## src/rtl/core/pressure_adc_moving_average_defines.svh

```systemverilog
// Assertion macros for the pressure ADC moving-average block.
// Needs clk and rst_n in the scope where a macro is used.
`ifndef PRESSURE_ADC_MOVING_AVERAGE_DEFINES_SVH
`define PRESSURE_ADC_MOVING_AVERAGE_DEFINES_SVH

// Same-cycle implication, off while in reset
`define PAMA_ASSERT_SAME(lbl, ante, cons, msg) \
    lbl: assert property (@(posedge clk) disable iff (!rst_n) (ante) |-> (cons)) \
        else $error(msg);

// Next-cycle implication, off while in reset
`define PAMA_ASSERT_NEXT(lbl, ante, cons, msg) \
    lbl: assert property (@(posedge clk) disable iff (!rst_n) (ante) |=> (cons)) \
        else $error(msg);

`endif

```

## src/rtl/core/pama_pkg.sv

```systemverilog
// Shared widths, constants and the sample conversion for the pressure filter.
// No dependencies; the interfaces, the top level, pama_group and pama_window import it.
package pama_pkg;

    // Field and state widths
    localparam int ADC_W    = 10;
    localparam int VAL_W    = 14;
    localparam int GSUM_W   = 17;
    localparam int WSUM_W   = 18;
    localparam int OFFSET_W = 8;

    // Configuration port
    localparam int PADDR_W = 3;
    localparam int PDATA_W = 32;
    localparam logic [OFFSET_W-1:0] OFFSET_RESET = 8'd40;

    // Register index, taken from paddr bit 2
    typedef enum logic [0:0] {
        REG_CAL_OFFSET = 1'b0
    } pama_reg_t;

    // Conversion: floor(1000 * x / 542) = floor(x * RECIP / 2^SHIFT) for x < 5928
    localparam int CONV_X_W     = 13;
    localparam int CONV_RECIP_W = 22;
    localparam int CONV_SHIFT   = 21;
    localparam int CONV_PROD_W  = CONV_X_W + CONV_RECIP_W;
    localparam logic [CONV_X_W-1:0]     ZERO_POINT = 13'd5416;
    localparam logic [CONV_RECIP_W-1:0] CONV_RECIP = 22'd3869285;

    // Bounds of any converted sample
    localparam logic [VAL_W-1:0] CONV_MIN = 14'd9049;
    localparam logic [VAL_W-1:0] CONV_MAX = 14'd10935;

    // Turn a raw differential reading into tenths of hectopascal
    function automatic logic [VAL_W-1:0] convert_sample(input logic [ADC_W-1:0] raw);
        logic [CONV_X_W-1:0]    x;
        logic [CONV_PROD_W-1:0] prod;
        if (raw[ADC_W-1])
        begin
            x = ZERO_POINT + {{(CONV_X_W-ADC_W+1){1'b0}}, ~raw[ADC_W-2:0]};
        end
        else
        begin
            x = ZERO_POINT - {{(CONV_X_W-ADC_W+1){1'b0}}, raw[ADC_W-2:0]};
        end
        prod = {{CONV_RECIP_W{1'b0}}, x} * {{CONV_X_W{1'b0}}, CONV_RECIP};
        return prod[CONV_SHIFT +: VAL_W];
    endfunction

endpackage

```

## src/rtl/core/pama_sample_if.sv

```systemverilog
// Input channel carrying one raw ADC sample per transfer.
// Depends on pama_pkg for the field width.
interface pama_sample_if;
    import pama_pkg::*;

    logic             valid;
    logic             ready;
    logic [ADC_W-1:0] adc_sample;

    modport source (output valid, output adc_sample, input ready);
    modport sink   (input valid, input adc_sample, output ready);
endinterface

```

## src/rtl/core/pama_result_if.sv

```systemverilog
// Output channel carrying one filtered pressure result per transfer.
// Depends on pama_pkg for the field widths.
interface pama_result_if;
    import pama_pkg::*;

    logic             valid;
    logic             ready;
    logic [VAL_W-1:0] pressure_tenths;
    logic [VAL_W-1:0] group_average;

    modport source (output valid, output pressure_tenths, output group_average, input ready);
    modport sink   (input valid, input pressure_tenths, input group_average, output ready);
endinterface

```

## src/rtl/core/pressure_adc_moving_average.sv

```systemverilog
// Top level of the pressure ADC moving-average filter.
// Depends on pama_pkg, the channel interfaces, pama_group, pama_window, pama_cdiv.
//
//   channel     dir  transfer when            payload
//   sample_in   in   valid && ready           adc_sample[9:0]
//   result_out  out  valid && ready           pressure_tenths[13:0], group_average[13:0]
//   APB         in   psel&penable&pwrite      calibration_offset at 0x0
//
// One sample is taken each cycle that sample_in.ready is high; the pipeline
// is input/convert, group accumulate and divide, window update, result divide
// and offset. A result crosses the input, group, window and result registers.
// Reset clears the window, sums and counters and sets the offset to 40.
// A stalled result holds in the result register; earlier stages keep
// filling until each holds an item, then sample_in.ready drops.
`include "pressure_adc_moving_average_defines.svh"

module pressure_adc_moving_average #(
    parameter int GROUP_SIZE   = 5,
    parameter int WINDOW_DEPTH = 10
) (
    input  logic                         clk,
    input  logic                         rst_n,
    pama_sample_if.sink                  sample_in,
    pama_result_if.source                result_out,
    input  logic                         psel,
    input  logic                         penable,
    input  logic                         pwrite,
    input  logic [pama_pkg::PADDR_W-1:0] paddr,
    input  logic [pama_pkg::PDATA_W-1:0] pwdata,
    output logic [pama_pkg::PDATA_W-1:0] prdata,
    output logic                         pready
);
    import pama_pkg::*;

    localparam logic [WSUM_W-1:0] WSUM_LIMIT = WSUM_W'(WINDOW_DEPTH * int'(CONV_MAX));

    logic [OFFSET_W-1:0] offset_reg;
    logic                cfg_write;
    pama_reg_t           reg_sel;

    logic                s1_valid_reg;
    logic [VAL_W-1:0]    s1_conv_reg;
    logic                s1_ready;
    logic                grp_ready;
    logic                s2_valid;
    logic [VAL_W-1:0]    s2_avg;
    logic                win_ready;
    logic                s3_valid;
    logic [VAL_W-1:0]    s3_avg;
    logic [WSUM_W-1:0]   s3_wsum;
    logic                out_stage_ready;
    logic                out_take;
    logic [WSUM_W-1:0]   win_quot;
    logic [VAL_W-1:0]    pressure_next;
    logic                out_valid_reg;
    logic [VAL_W-1:0]    pressure_reg;
    logic [VAL_W-1:0]    group_avg_reg;

    // Configuration register
    assign pready    = 1'b1;
    assign reg_sel   = pama_reg_t'(paddr[2]);
    assign cfg_write = psel && penable && pwrite && pready;

    always_ff @(posedge clk or negedge rst_n)
    begin
        if (!rst_n)
        begin
            offset_reg <= OFFSET_RESET;
        end
        else if (cfg_write && (reg_sel == REG_CAL_OFFSET))
        begin
            offset_reg <= pwdata[OFFSET_W-1:0];
        end
    end

    always_comb
    begin
        case (reg_sel)
            REG_CAL_OFFSET: prdata = {{(PDATA_W-OFFSET_W){1'b0}}, offset_reg};
            default:        prdata = '0;
        endcase
    end

    // Input stage: convert on the way in
    assign s1_ready        = !s1_valid_reg || grp_ready;
    assign sample_in.ready = s1_ready;

    always_ff @(posedge clk or negedge rst_n)
    begin
        if (!rst_n)
        begin
            s1_valid_reg <= 1'b0;
        end
        else if (s1_ready)
        begin
            s1_valid_reg <= sample_in.valid;
        end
    end

    always_ff @(posedge clk)
    begin
        if (sample_in.valid && s1_ready)
        begin
            s1_conv_reg <= convert_sample(sample_in.adc_sample);
        end
    end

    pama_group #(
        .GROUP_SIZE (GROUP_SIZE)
    ) u_group (
        .clk       (clk),
        .rst_n     (rst_n),
        .in_valid  (s1_valid_reg),
        .in_conv   (s1_conv_reg),
        .in_ready  (grp_ready),
        .out_valid (s2_valid),
        .out_avg   (s2_avg),
        .out_ready (win_ready)
    );

    pama_window #(
        .WINDOW_DEPTH (WINDOW_DEPTH)
    ) u_window (
        .clk       (clk),
        .rst_n     (rst_n),
        .in_valid  (s2_valid),
        .in_avg    (s2_avg),
        .in_ready  (win_ready),
        .out_valid (s3_valid),
        .out_avg   (s3_avg),
        .out_wsum  (s3_wsum),
        .out_ready (out_stage_ready)
    );

    // Result stage: window average plus calibration offset
    pama_cdiv #(
        .WIDTH   (WSUM_W),
        .DIVISOR (WINDOW_DEPTH)
    ) u_win_div (
        .dividend (s3_wsum),
        .quotient (win_quot)
    );

    assign pressure_next   = win_quot[VAL_W-1:0] + {{(VAL_W-OFFSET_W){1'b0}}, offset_reg};
    assign out_stage_ready = !out_valid_reg || result_out.ready;
    assign out_take        = s3_valid && out_stage_ready;

    always_ff @(posedge clk or negedge rst_n)
    begin
        if (!rst_n)
        begin
            out_valid_reg <= 1'b0;
        end
        else if (out_stage_ready)
        begin
            out_valid_reg <= s3_valid;
        end
    end

    always_ff @(posedge clk)
    begin
        if (out_take)
        begin
            pressure_reg  <= pressure_next;
            group_avg_reg <= s3_avg;
        end
    end

    assign result_out.valid           = out_valid_reg;
    assign result_out.pressure_tenths = pressure_reg;
    assign result_out.group_average   = group_avg_reg;

    // Checks
    `PAMA_ASSERT_SAME(a_avg_in_range, result_out.valid,
        (result_out.group_average >= CONV_MIN) && (result_out.group_average <= CONV_MAX),
        "group average outside converted range")
    `PAMA_ASSERT_SAME(a_wsum_bounded, s3_valid, s3_wsum <= WSUM_LIMIT,
        "window sum drifted past its bound")
    `PAMA_ASSERT_NEXT(a_no_repeat, result_out.valid && result_out.ready && !s3_valid,
        !result_out.valid, "result repeated after transfer")
endmodule

```

## src/rtl/core/pama_cdiv.sv

```systemverilog
// Unsigned division by a constant through a reciprocal multiply.
// Exact for every WIDTH-bit dividend; no package dependency.
module pama_cdiv #(
    parameter int WIDTH   = 17,
    parameter int DIVISOR = 5
) (
    input  logic [WIDTH-1:0] dividend,
    output logic [WIDTH-1:0] quotient
);
    // Reciprocal rounded up; error term stays below 2^SHIFT for any dividend
    localparam int          SHIFT     = WIDTH + $clog2(DIVISOR);
    localparam int          PROD_W    = SHIFT + WIDTH;
    localparam logic [63:0] ONE_SHIFT = 64'd1 << SHIFT;
    localparam logic [63:0] RECIP64   = (ONE_SHIFT + DIVISOR - 1) / DIVISOR;
    localparam logic [WIDTH:0] RECIP  = RECIP64[WIDTH:0];

    logic [PROD_W-1:0] prod;

    // Multiply and keep the integer part
    assign prod     = {{(PROD_W-WIDTH){1'b0}}, dividend} * {{(PROD_W-WIDTH-1){1'b0}}, RECIP};
    assign quotient = prod[SHIFT +: WIDTH];
endmodule

```

## src/rtl/core/pama_group.sv

```systemverilog
// Group accumulator: sums converted samples and emits the group average.
// Depends on pama_pkg and pama_cdiv.
module pama_group #(
    parameter int GROUP_SIZE = 5
) (
    input  logic                       clk,
    input  logic                       rst_n,
    input  logic                       in_valid,
    input  logic [pama_pkg::VAL_W-1:0] in_conv,
    output logic                       in_ready,
    output logic                       out_valid,
    output logic [pama_pkg::VAL_W-1:0] out_avg,
    input  logic                       out_ready
);
    import pama_pkg::*;

    localparam int CNT_W = (GROUP_SIZE > 1) ? $clog2(GROUP_SIZE) : 1;
    localparam logic [CNT_W-1:0] CNT_LAST = CNT_W'(GROUP_SIZE - 1);

    logic [GSUM_W-1:0] sum_reg;
    logic [GSUM_W-1:0] sum_next;
    logic [CNT_W-1:0]  cnt_reg;
    logic              valid_reg;
    logic [VAL_W-1:0]  avg_reg;
    logic [GSUM_W-1:0] quot;
    logic              take;
    logic              last;

    // Running total including the incoming sample
    assign sum_next = sum_reg + {{(GSUM_W-VAL_W){1'b0}}, in_conv};
    assign last     = (cnt_reg == CNT_LAST);
    assign in_ready = !valid_reg || out_ready;
    assign take     = in_valid && in_ready;

    pama_cdiv #(
        .WIDTH   (GSUM_W),
        .DIVISOR (GROUP_SIZE)
    ) u_div (
        .dividend (sum_next),
        .quotient (quot)
    );

    // Accumulate, and clear at the end of each group
    always_ff @(posedge clk or negedge rst_n)
    begin
        if (!rst_n)
        begin
            sum_reg   <= '0;
            cnt_reg   <= '0;
            valid_reg <= 1'b0;
        end
        else
        begin
            if (take)
            begin
                if (last)
                begin
                    sum_reg <= '0;
                    cnt_reg <= '0;
                end
                else
                begin
                    sum_reg <= sum_next;
                    cnt_reg <= cnt_reg + 1'b1;
                end
            end
            if (take && last)
            begin
                valid_reg <= 1'b1;
            end
            else if (out_ready)
            begin
                valid_reg <= 1'b0;
            end
        end
    end

    // Hold the average until the window stage takes it
    always_ff @(posedge clk)
    begin
        if (take && last)
        begin
            avg_reg <= quot[VAL_W-1:0];
        end
    end

    assign out_valid = valid_reg;
    assign out_avg   = avg_reg;
endmodule

```

## src/rtl/core/pama_window.sv

```systemverilog
// Boxcar window: circular store of group averages with a running sum.
// Depends on pama_pkg.
module pama_window #(
    parameter int WINDOW_DEPTH = 10
) (
    input  logic                        clk,
    input  logic                        rst_n,
    input  logic                        in_valid,
    input  logic [pama_pkg::VAL_W-1:0]  in_avg,
    output logic                        in_ready,
    output logic                        out_valid,
    output logic [pama_pkg::VAL_W-1:0]  out_avg,
    output logic [pama_pkg::WSUM_W-1:0] out_wsum,
    input  logic                        out_ready
);
    import pama_pkg::*;

    localparam int HEAD_W = (WINDOW_DEPTH > 1) ? $clog2(WINDOW_DEPTH) : 1;
    localparam logic [HEAD_W-1:0] HEAD_LAST = HEAD_W'(WINDOW_DEPTH - 1);

    logic [VAL_W-1:0]  store_reg [WINDOW_DEPTH];
    logic [HEAD_W-1:0] head_reg;
    logic [WSUM_W-1:0] wsum_reg;
    logic [WSUM_W-1:0] wsum_next;
    logic              valid_reg;
    logic [VAL_W-1:0]  avg_reg;
    logic [WSUM_W-1:0] wsum_out_reg;
    logic              take;

    // Drop the oldest average, add the newest
    assign wsum_next = wsum_reg - {{(WSUM_W-VAL_W){1'b0}}, store_reg[head_reg]}
                                + {{(WSUM_W-VAL_W){1'b0}}, in_avg};
    assign in_ready  = !valid_reg || out_ready;
    assign take      = in_valid && in_ready;

    // Window state, cleared to zeros at reset
    always_ff @(posedge clk or negedge rst_n)
    begin
        if (!rst_n)
        begin
            for (int i = 0; i < WINDOW_DEPTH; i++)
            begin
                store_reg[i] <= '0;
            end
            head_reg  <= '0;
            wsum_reg  <= '0;
            valid_reg <= 1'b0;
        end
        else
        begin
            if (take)
            begin
                store_reg[head_reg] <= in_avg;
                wsum_reg            <= wsum_next;
                if (head_reg == HEAD_LAST)
                begin
                    head_reg <= '0;
                end
                else
                begin
                    head_reg <= head_reg + 1'b1;
                end
            end
            if (take)
            begin
                valid_reg <= 1'b1;
            end
            else if (out_ready)
            begin
                valid_reg <= 1'b0;
            end
        end
    end

    // Stage payload for the result register
    always_ff @(posedge clk)
    begin
        if (take)
        begin
            avg_reg      <= in_avg;
            wsum_out_reg <= wsum_next;
        end
    end

    assign out_valid = valid_reg;
    assign out_avg   = avg_reg;
    assign out_wsum  = wsum_out_reg;
endmodule
```

## src/flat_wrapper.sv

```systemverilog
// flat-port wrapper written by rule: the top's interface ports become plain ports
module pressure_adc_moving_average_flat import pama_pkg::*;
#(
    parameter int GROUP_SIZE   = 5,
    parameter int WINDOW_DEPTH = 10
)
  (clk, rst_n, psel, penable, pwrite, paddr, pwdata, prdata, pready, sample_in_valid, sample_in_adc_sample, sample_in_ready, result_out_valid, result_out_pressure_tenths, result_out_group_average, result_out_ready);
  pama_sample_if sample_in_i ();
  pama_result_if result_out_i ();
  input  logic clk;
  input  logic rst_n;
  input  logic psel;
  input  logic penable;
  input  logic pwrite;
  input  logic [pama_pkg::PADDR_W-1:0] paddr;
  input  logic [pama_pkg::PDATA_W-1:0] pwdata;
  output logic [pama_pkg::PDATA_W-1:0] prdata;
  output logic pready;
  input wire logic [$bits(sample_in_i.valid)-1:0] sample_in_valid;
  input wire logic [$bits(sample_in_i.adc_sample)-1:0] sample_in_adc_sample;
  output wire logic [$bits(sample_in_i.ready)-1:0] sample_in_ready;
  output wire logic [$bits(result_out_i.valid)-1:0] result_out_valid;
  output wire logic [$bits(result_out_i.pressure_tenths)-1:0] result_out_pressure_tenths;
  output wire logic [$bits(result_out_i.group_average)-1:0] result_out_group_average;
  input wire logic [$bits(result_out_i.ready)-1:0] result_out_ready;
  assign sample_in_i.valid = sample_in_valid;
  assign sample_in_i.adc_sample = sample_in_adc_sample;
  assign sample_in_ready = sample_in_i.ready;
  assign result_out_valid = result_out_i.valid;
  assign result_out_pressure_tenths = result_out_i.pressure_tenths;
  assign result_out_group_average = result_out_i.group_average;
  assign result_out_i.ready = result_out_ready;
  pressure_adc_moving_average #(.GROUP_SIZE(GROUP_SIZE), .WINDOW_DEPTH(WINDOW_DEPTH)) u_core (.clk(clk), .rst_n(rst_n), .sample_in(sample_in_i), .result_out(result_out_i), .psel(psel), .penable(penable), .pwrite(pwrite), .paddr(paddr), .pwdata(pwdata), .prdata(prdata), .pready(pready));
endmodule
```

## config.mk

```make
export PLATFORM = sky130hd
export DESIGN_NAME = pressure_adc_moving_average_flat
export DESIGN_NICKNAME = d
export VERILOG_FILES = /design/src/rtl/core/pama_pkg.sv /design/src/rtl/core/pama_sample_if.sv /design/src/rtl/core/pama_result_if.sv /design/src/rtl/core/pressure_adc_moving_average.sv /design/src/rtl/core/pama_cdiv.sv /design/src/rtl/core/pama_group.sv /design/src/rtl/core/pama_window.sv /design/src/flat_wrapper.sv
export VERILOG_INCLUDE_DIRS = /design/src /design/src/rtl/core
export SDC_FILE = /design/constraint.sdc
export NUM_CORES = 1
export LEC_CHECK = 0
export BUFFER_PORTS_ARGS = -buffer_cell sky130_fd_sc_hd__clkbuf_2
export CAP_MARGIN = 10
export CORE_MARGIN = 2
export CORE_UTILIZATION = 55
export DETAILED_ROUTE_END_ITERATION = 10
export GPL_ROUTABILITY_DRIVEN = 0
export PLACE_DENSITY_LB_ADDON = 0.15
export SETUP_SLACK_MARGIN = 0.4
export SLEW_MARGIN = 40
export SYNTH_ARGS = -nofsm -noshare
export SYNTH_HDL_FRONTEND = slang
export SYNTH_HIERARCHICAL = 1
export SYNTH_SLANG_ARGS = --single-unit
```

## constraint.sdc

```tcl
create_clock -name clk -period 19 [get_ports clk]
set_input_delay 0 -clock clk [delete_from_list [all_inputs] [get_ports clk]]
set_output_delay 0 -clock clk [all_outputs]
set_load 0.05 [all_outputs]
```

== Word-level counts from Yosys, hierarchy flattened ==
Index checks and enable logic that the tools add are counted.
Storage, ports and cells
  flip-flop bits (word level): 282
  input port bits: 52
  logic and storage cells: 78
Operators by class
  $add $sub $neg: 8
  multiply operators: 3
  order comparisons: 2
  eq/ne operators: 2
  muxes and demuxes: 16
  bitwise operators: 3
  reduce and logical (&&, ||, !) cells: 19
Operator list (count)
  140-bit bitwise mux: 1
  14-bit binary-select mux with 4-bit select: 1
  14-bit demux with 4-bit select: 1
  14-bit two-way mux: 3
  18-bit by 19-bit multiplier with 36-bit output, second input constant: 1
  13-bit by 22-bit multiplier with 35-bit output, second input constant: 1
  17-bit by 16-bit multiplier with 32-bit output, second input constant: 1
  13-bit two-way mux: 2
  18-bit by 14-bit adder with 18-bit output: 1
  18-bit by 14-bit subtractor with 18-bit output: 1
  17-bit by 14-bit adder with 17-bit output: 1
  17-bit two-way mux: 1
  14-bit by 8-bit adder with 14-bit output: 1
  13-bit by 9-bit adder with 13-bit output, first input constant: 1
  13-bit by 9-bit subtractor with 13-bit output, first input constant: 1
  1-bit logical AND: 9
  9-bit NOT: 1
  8-bit two-way mux: 1
  5-bit >= comparator, second input constant: 1
  5-bit by 1-bit < comparator with 1-bit output, second input constant: 1
  4-bit NOT with 5-bit output: 1
  4-bit by 1-bit adder with 4-bit output, second input constant: 1
  4-bit equality test, second input constant: 1
  1-bit zero test: 4
  8 further kinds: 15

== Depth between registers and ports, before layout ==
  depth in word-level cells: 8
  mapped depth: 27
  mapped depth without buffers: 27

== By module ==
The synthesis kept the hierarchy.
By module, submodules not included
  pama_window: instances 1, cells each 849, area an instance 9211.3 µm²
  pressure_adc_moving_average: instances 1, cells each 684, area an instance 6784.0 µm²
  pama_cdiv (u_core.u_win_div): instances 1, cells each 587, area an instance 5321.4 µm²
  pama_cdiv (u_core.u_group.u_div): instances 1, cells each 577, area an instance 5227.5 µm²
  pama_group: instances 1, cells each 225, area an instance 2288.4 µm²

== Worst setup path after synthesis ==
Ideal clock, no wire load.
  path type: register -> register
  start point: register u_core.s1_conv_reg[0]
  end point: register u_core.u_group.avg_reg[12] (netlist: u_core/u_group/out_avg[12]) (data pin)
  library setup time: 0.265 ns
  arrival time: 6.534 ns
  data required time: 18.735 ns
  path slack: 12.201 ns
  stages on the path, launching flop included: 25
  path buffers: 0
  clock period less this slack: 6.799 ns
  cell sequence: edfxtp_1 ha_1 fa_1 a211oi_1 o21bai_2 o22ai_2 o21a_1 xnor2_1 ha_1 fa_1 inv_1 fa_1 fa_1 inv_1 fa_1 inv_1 fa_1 inv_1 ha_1 nand2_1 o21bai_1 a211oi_1 and3_1 o21ai_0 xor2_1
On the way
  word-level cells in the longest chain between the ends: 2
RTL lines
  start: declaration: RTL line pressure_adc_moving_average.sv:42  | logic [VAL_W-1:0] s1_conv_reg;
  start signal: assignment: RTL line pressure_adc_moving_average.sv:104  | s1_conv_reg <= convert_sample(sample_in.adc_sample);
  17-bit by 14-bit adder with 17-bit output: RTL line pama_group.sv:30  | assign sum_next = sum_reg + {{(GSUM_W-VAL_W){1'b0}}, in_conv};
  net u_core.u_group.sum_next[10]: RTL line pama_group.sv:21  | logic [GSUM_W-1:0] sum_next;
  17-bit by 16-bit multiplier with 32-bit output: RTL line pama_cdiv.sv:20  | assign prod = {{(PROD_W-WIDTH){1'b0}}, dividend} * {{(PROD_W-WIDTH-1){1'b0}}, RECIP};
  net u_core.u_group.quot[12]: RTL line pama_group.sv:25  | logic [GSUM_W-1:0] quot;
  end signal: assignment: RTL line pama_group.sv:83  | avg_reg <= quot[VAL_W-1:0];
  end: declaration: RTL line pama_group.sv:24  | logic [VAL_W-1:0] avg_reg;
The timed path passes the listed nets, and every way through them passes these cells.
A chain may end at the register's enable or synchronous reset.

== Worst setup path in the final report ==
  start point: register u_core.s1_conv_reg[0]
  end point: register u_core.u_group.avg_reg[11] (netlist: u_core/u_group/out_avg[11]) (data pin)
Same word-level chain as after synthesis.

==> key figures <==
Status
  • Outcome: finished clean

Placement
  • Detailed placement HPWL: approximately 51 mm
  • IO Port Bufs: 63
  • DP Area: 29,400 sq um
  • Dpl cells: roughly 3,600

Worst setup path
  • CP Capture Type: register
  • Worst-path cell chain: ha_1 -> fa_1 -> a211oi_1 -> o21bai_2 -> o22ai_2 -> o21a_1 -> xnor2_2 -> ha_1 -> fa_1 -> inv_1 -> fa_1 -> fa_1 -> inv_1 -> fa_1 -> inv_1 -> fa_1 -> inv_1 -> ha_1 -> nand3_1 -> nor3_1 -> nand2_1 -> o21ai_0 -> a211oi_1 -> xnor2_1
  • Largest stage delay, worst path: ~570 ps
  • Critical Path Fanout Max: 6
  • WP data required: slightly below 20,000 ps
  • Crit path top cell by count: fa_1
  • CP max-delay cell: o21ai_0
  • Startpoint types: register
  • Crit path DAT: just under 8000 ps
  • Critical path class: reg2reg

Clock tree
  • Clock Sinks: roughly 280
  • CTS tree: yes
  • Post-CTS Setup Inserts: 0
  • Clock Path Buffers: 3
  • Worst-path clk slew: 60 ps
  • Post_cts resized: 0
  • Clk_lat worst skew: roughly 550 ps
  • H-tree levels: 2
  • Cts hold-fix bufs: 11
  • CTS buffer count: 34
  • Root buffer cell: clkbuf_16

Die
  • Die W: around 230 um
  • Die area: around 54,000 sq um
  • Core area: about 51,000 sq um
  • FP Rows: 83
  • Io pins: 115
  • Die height: between 200 and 250 um
  • Starting Density: between 50% and 60%

Layout
  • Commonest non-fill, non-tap cell in the layout: inv_1
  • Fraction of layout cells with a size suffix above 1: about 8.6%
  • Commonest non-fill, non-tap cells in the layout: inv_1 (580), ha_1 (406), fa_1 (265)
  • Cell area after layout: roughly 30,000 sq um
  • Final nets: 3,651
  • Layout Cells excl Fill: roughly 3,600
  • Max reg flops: 140
  • Area delta synth->final: 7.21%

GRT
  • Total track usage: about a quarter
  • Vias in the first global route: 20,900
  • Largest net degree at the start of global routing: about 110
  • First-pass GRT wire length: about 110 mm
  • Initial antenna violation count: 1
  • Gr ovfl total: 0

STA
  • Tmin final: 7690 ps
  • Rel. slew slack: 41.1%
  • Final Max Slew Viols: 0
  • Final Cycle Share: between 40% and 50%
  • Max Clock Freq: 0.130 GHz
  • Final setup fails: 0
  • Hold violation total from the final report: 0
  • Pin slew with the least headroom to its limit: 877 ps
  • RSZ-0062 raised after global routing: no
  • Sum Neg Setup Slack: 0 ps
  • Clock Skews: approximately 28 ps

Flow run
  • Max-Cap Viols: 0

Route
  • 1st-iter DRT viols: roughly 1,200
  • DR vias/cell: roughly 5.6
  • # DRC: 0
  • Vias: slightly above 20,000
  • Routed WL: approximately 65 mm
  • DRT Pass-1 Iters: 6
  • Antenna Violating Nets Remaining: 0
  • Drt wl/cell: 17.8 um

Synthesis
  • Syn avg cell area: 9.91 sq um
  • YS warnings: 6
  • Mapped Area: 28,600 sq um
  • Cells after Synth: 2,886

Hold path
  • Hold Path Class: in2async
[metrics by stage]
step | setup slack [ps] | utilization [%] | hold WS (ps)
3_3_place_gp | 11270 | 57.2 | 190
5_1_grt | 10740 | 59.6 | 88.7
4_1_cts | 11200 | 59.6 | 45.5
6_report | 11310 | 59.6 | 49.6
3_5_place_dp | 11270 | 57.3 | 31.4
2_1_floorplan | 12200 | - | -296
[critical path, delay by kind of cell, from the launching register on]
kind / cells / cell delay [ps]
fa+ha+maj: 9 / 4160
flops: 1 / 370
xor+xnor: 2 / 430
buf+inv: 4 / 200
simple gates: 3 / 400
compound gates: 6 / 1830
[layout make-up]
cell class              instances  area [sq um]
multi-input cells            1943         18500
diodes                          1          2.50
repair buffers                 86           559
clock inverters                18           149
well taps                     680           851
inverters                     581          2180
fillers                      4420         20700
flip-flops and latches        282          7500
clock buffers                  44           918
[per-layer routing]
| metal | vias up | routed length [um] | track usage (%) |
|---|---|---|---|
| met2 | 488 | 30300 | 40.6 |
| li1 | 9717 | - | - |
| met4 | 0 | 1560 | 6.41 |
| met1 | 10000 | 29600 | 35.3 |
| met5 | - | 0 | 0 |
| met3 | 103 | 3070 | 3.22 |
[path summary, 6_finish.rpt]
path | cells after the start | to | slack [ps] | from
hold / removal | 2 | u_core/u_window/wsum_reg[17]$_DFFE_PN0P_ | 50 | rst_n
setup / recovery | 24 | u_core/u_group/out_avg[11]$_DFFE_PP_ | 11310 | u_core/s1_conv_reg[0]$_DFFE_PP_
max in group asynchronous | 4 | u_core/u_window/store_reg[97]$_DFFE_PN0P_ | 17920 | rst_n
hold reg to reg | 0 | u_core/result_out.group_average[11]$_DFFE_PP_ | 400 | u_core/u_window/out_avg[11]$_DFFE_PP_
setup reg to reg | 24 | u_core/u_group/out_avg[11]$_DFFE_PP_ | 11310 | u_core/s1_conv_reg[0]$_DFFE_PP_
min in group clk | 3 | u_core/offset_reg[4]$_DFFE_PN0P_ | 80 | pwrite
Power is left out: the tool's default activity adds up to more than one toggle a clock period on the data nets, which glitch-free logic cannot reach.
